===== config.mk =====
export PLATFORM = sky130hd
export DESIGN_NAME = gdr_vec_buf
export DESIGN_NICKNAME = d
export VERILOG_FILES = /design/src/design/gdr_pkg.sv /design/src/design/gdr_vec_buf.sv
export SDC_FILE = /design/constraint.sdc
export NUM_CORES = 2
export LEC_CHECK = 0
export BUFFER_PORTS_ARGS = -buffer_cell sky130_fd_sc_hd__buf_2
export CAP_MARGIN = 15
export CORE_MARGIN = 5
export CORE_UTILIZATION = 40
export DETAILED_ROUTE_END_ITERATION = 8
export PLACE_DENSITY_LB_ADDON = 0.12
export SYNTH_ARGS = -nofsm -noshare
export SYNTH_HDL_FRONTEND = slang
export SYNTH_SLANG_ARGS = --single-unit

===== constraint.sdc =====
create_clock -name i_clk -period 5.25 [get_ports i_clk]
set_input_delay 0.7875 -clock i_clk [delete_from_list [all_inputs] [get_ports i_clk]]
set_output_delay 0.7875 -clock i_clk [all_outputs]
set_load 0.03 [all_outputs]

===== src/design/gdr_pkg.sv =====
package gdr_pkg;

    localparam int Heads      = 4;
    localparam int HeadDim    = 64;
    localparam int HeadW      = 2;
    localparam int IdxW       = 6;
    localparam int CntW       = 7;
    localparam int AddrW      = HeadW + IdxW + IdxW;
    localparam int MemDepth   = Heads * HeadDim * HeadDim;
    localparam logic [CntW-1:0] DimReset = 7'd64;

    typedef struct packed {
        logic            start;
        logic [HeadW-1:0] head;
        logic [CntW-1:0] dim;
        logic [15:0]     decay;
        logic [15:0]     beta;
    } t_job;

    function automatic logic signed [31:0] sat32(input logic signed [49:0] x);
        if (x > 50'sh7FFFFFFF) begin
            return 32'sh7FFFFFFF;
        end else if (x < -50'sh80000000) begin
            return 32'sh80000000;
        end
        return x[31:0];
    endfunction

    function automatic logic signed [15:0] sat16(input logic signed [63:0] x);
        if (x > 64'sd32767) begin
            return 16'sh7FFF;
        end else if (x < -64'sd32768) begin
            return 16'sh8000;
        end
        return x[15:0];
    endfunction

endpackage


===== src/design/gdr_vec_buf.sv =====
module gdr_vec_buf (
    input  logic                             i_clk,
    input  logic                             i_we,
    input  logic [gdr_pkg::IdxW-1:0]         i_waddr,
    input  logic signed [15:0]               i_q,
    input  logic signed [15:0]               i_k,
    input  logic signed [15:0]               i_v,
    input  logic [gdr_pkg::IdxW-1:0]         i_raddr,
    input  logic [gdr_pkg::IdxW-1:0]         i_vaddr,
    output logic signed [15:0]               o_q,
    output logic signed [15:0]               o_k,
    output logic signed [15:0]               o_v
);

    logic signed [15:0] r_qm [gdr_pkg::HeadDim];
    logic signed [15:0] r_km [gdr_pkg::HeadDim];
    logic signed [15:0] r_vm [gdr_pkg::HeadDim];

    always_ff @(posedge i_clk) begin
        if (i_we) begin
            r_qm[i_waddr] <= i_q;
            r_km[i_waddr] <= i_k;
            r_vm[i_waddr] <= i_v;
        end
        o_q <= r_qm[i_raddr];
        o_k <= r_km[i_raddr];
        o_v <= r_vm[i_vaddr];
    end

endmodule


==> reports/summary.txt <==
Status = complete, no violations
TritonCTS clock tree = built
Initial antenna violation count = 37
Power Density = 387 nW/µm²
Number of synthesis warnings = 0
Final Power = 52.8 mW
Drt first pass iters = 5
Setup crit end kind = register
Layout Nets = 5433
Die width = 554 µm
Htree depth = 5
Sw Ratio = 0.214
Slew @ Worst Pin = 1.18 ns
Die ar. = 307000 µm²
Reg power frac = 0.525
Min-delay worst type = input pin to register
Buf/Inv on CP = 3
Global-route wire length before repair = 480000 µm
GRT overflow = 0
Site Rows = 199
Fillers = 24400
Largest net degree at the start of global routing = 72
Clk root buf = clkbuf_16
IR drop worst, VDD = 333 µV
Hold buffers post-CTS = 0
CP Max Fanout = 61
Starting Density = 0.402
Fin. max-slew vios = 0
Max stage delay on crit path = 0.66 ns
Avg Inst Size Synth = 23.9 µm²
Comb pwr share = 0.049
Cell Area, Synth = 118000 µm²
Number of hold violations in the final report = 0
Fmax = 363 MHz
DRC Markers = 0
Top_reg_cell synth = edfxtp_1
P_int = 41.5 mW
Period utilization = 0.524
Tmin final = 2.75 ns
RSZ-0062 raised after global routing = no
Synth area leaders = edfxtp_1, mux4_2, mux2i_1
Setup crit start kind = input pin
Vias/cell = 5.85
CP delay by family, top = buffers and inverters
Leak pwr = 42.6 nW
GR Util All Layers = 0.225
# Max-Cap Violations = 0
PostCTS Resize Cnt = 0
Port-buffer cells = 115
Finish-stage setup viols = 0
Area leader, netlist = edfxtp_1
Critical path's slowest cell = a21oi_1
Top-area cell type share of the netlist area = 0.780
Worst Path Arrival = 3.42 ns
Clock buffer depth = 4
Clock latency at the later pin of the worst-skew pair = 0.89 ns
Register bit count reported by yosys = 3120
Crit Path Class = input pin to register
Post-route setup TNS = 0 ns
Post-synth ARST share = 0
Die height = 554 µm
Ports = 116
Post-synthesis sequential area ratio = 0.788
Post-Route WL = 349000 µm
Area delta synth->final = 15.2%
Gpl congestion = 0.751
Share of cells above drive strength 1 = 0.311
DR vias = 55900
CP Data Required Time = 5.92 ns
Skew final = 0.0571 ns
Clock sinks = 3120
Synth cell types = 37
Final HPWL DP = 188000 µm
DR iter-0 viols = 6241
Worst path cell trace = buf_8 > buf_12 > buf_4 > mux4_2 > mux2_2 > a21oi_1 > a211oi_1
Clk network pwr share = 0.426
Vias in the first global route = 57100
Post-synth top cells = edfxtp_1, mux4_2, mux2i_1
Post-CTS Setup Repair Bufs = 0
Routed WL per cell = 36.6 µm
Final ANT Viol Nets = 0
Clock Pin Slew Worst Setup and Hold Paths = 0.06 ns
Rel. slew slack = 0.213
Core Footprint = 294000 µm²
Switching pwr = 11.3 mW
Most common cell in the netlist = edfxtp_1
Post-synth EDFFs = 3072
CTS buffer count = 335
Post-Syn Nets = 5011
Cell count after synthesis = 4943
[flip-flops by register name, summed over array words and instances (netlist names)]
name and cells:
o_k 16, o_q 16, r_qm 1024, r_km 1024, o_v 16, r_vm 1024
[final cells by class]
type / instances / area (µm²) / area share
inverters: 3 / 18.8 / 0.000138
clock buffers: 448 / 9110 / 0.0668
well taps: 3919 / 4900 / 0.0360
diodes: 17 / 42.5 / 0.000312
multi-input cells: 1555 / 24300 / 0.178
flip-flops and latches: 3120 / 93200 / 0.684
clock inverters: 142 / 1170 / 0.00858
repair buffers: 350 / 3540 / 0.0260
[cells by family after synthesis]
| family | after synthesis | synth area share |
|---|---|---|
| flip-flops | 3120 | 0.788 |
| multiplexers | 1094 | 0.181 |
| AND/OR/NAND/NOR | 268 | 0.00979 |
| buffers and inverters | 268 | 0.0112 |
| AO/OA/AOI/OAI | 193 | 0.0103 |
[placed cells by master, fill, tap and decap left out, types with 23 or more instances in the layout]
cell	count
nor2_4	60
nand2_1	78
buf_4	147
o211ai_1	23
clkbuf_16	343
a22oi_1	23
o22ai_1	50
nor2_1	57
buf_12	86
mux4_2	833
mux2_2	39
a21oi_1	57
mux2i_1	222
clkinv_1	51
buf_2	108
clkinv_2	54
clkbuf_1	92
dfxtp_1	48
edfxtp_1	3072
[power groups by stage]
| stage | sequential, mW | combinational [mW] | clock [mW] |
|---|---|---|---|
| floorplan | 28.3 | 1.38 | 0 |
| CTS | 27.7 | 2.64 | 22.9 |
| finish | 27.7 | 2.61 | 22.5 |
| global placement | 28.3 | 2.61 | 0 |
| global route | 27.7 | 2.77 | 24.0 |
| detailed placement | 28.3 | 2.64 | 0 |
[per-stage QoR]
| step | cells | setup WS, ns | hold WS, ns | area [µm²] | util |
|---|---|---|---|---|---|
| after floorplan | 4943 | 0.139 | 0.803 | 118000 | - |
| after global placement | 8934 | 1.44 | 0.871 | 126000 | 0.427 |
| after detailed placement | 8934 | 1.47 | 0.868 | 126000 | 0.427 |
| after CTS | 9524 | 2.40 | 0.556 | 136000 | 0.462 |
| after global routing | 9551 | 2.41 | 0.257 | 136000 | 0.463 |
| final | 9554 | 2.50 | 0.289 | 136000 | 0.463 |
[final timing paths]
| path | startpoint | end | slack [ns] | depth (start not counted) |
|---|---|---|---|---|
| max reg2reg | r_vm[30][1] | o_v[1] | 3.07 | 5 |
| min reg2reg | r_qm[2][15] | o_q[15] | 0.89 | 3 |
| max | i_vaddr[2] | o_v[6] | 2.50 | 7 |
| min | i_k[4] | r_km[37][4] | 0.29 | 1 |
[routing by layer]
layer	vias up	wire length, µm	global-route usage
met5	-	67	0
met4	8	9380	0.0594
met3	485	20300	0.0318
met2	2014	173000	0.372
met1	31300	147000	0.317
li1	22100	-	-
(Power assumes the default switching activity.)
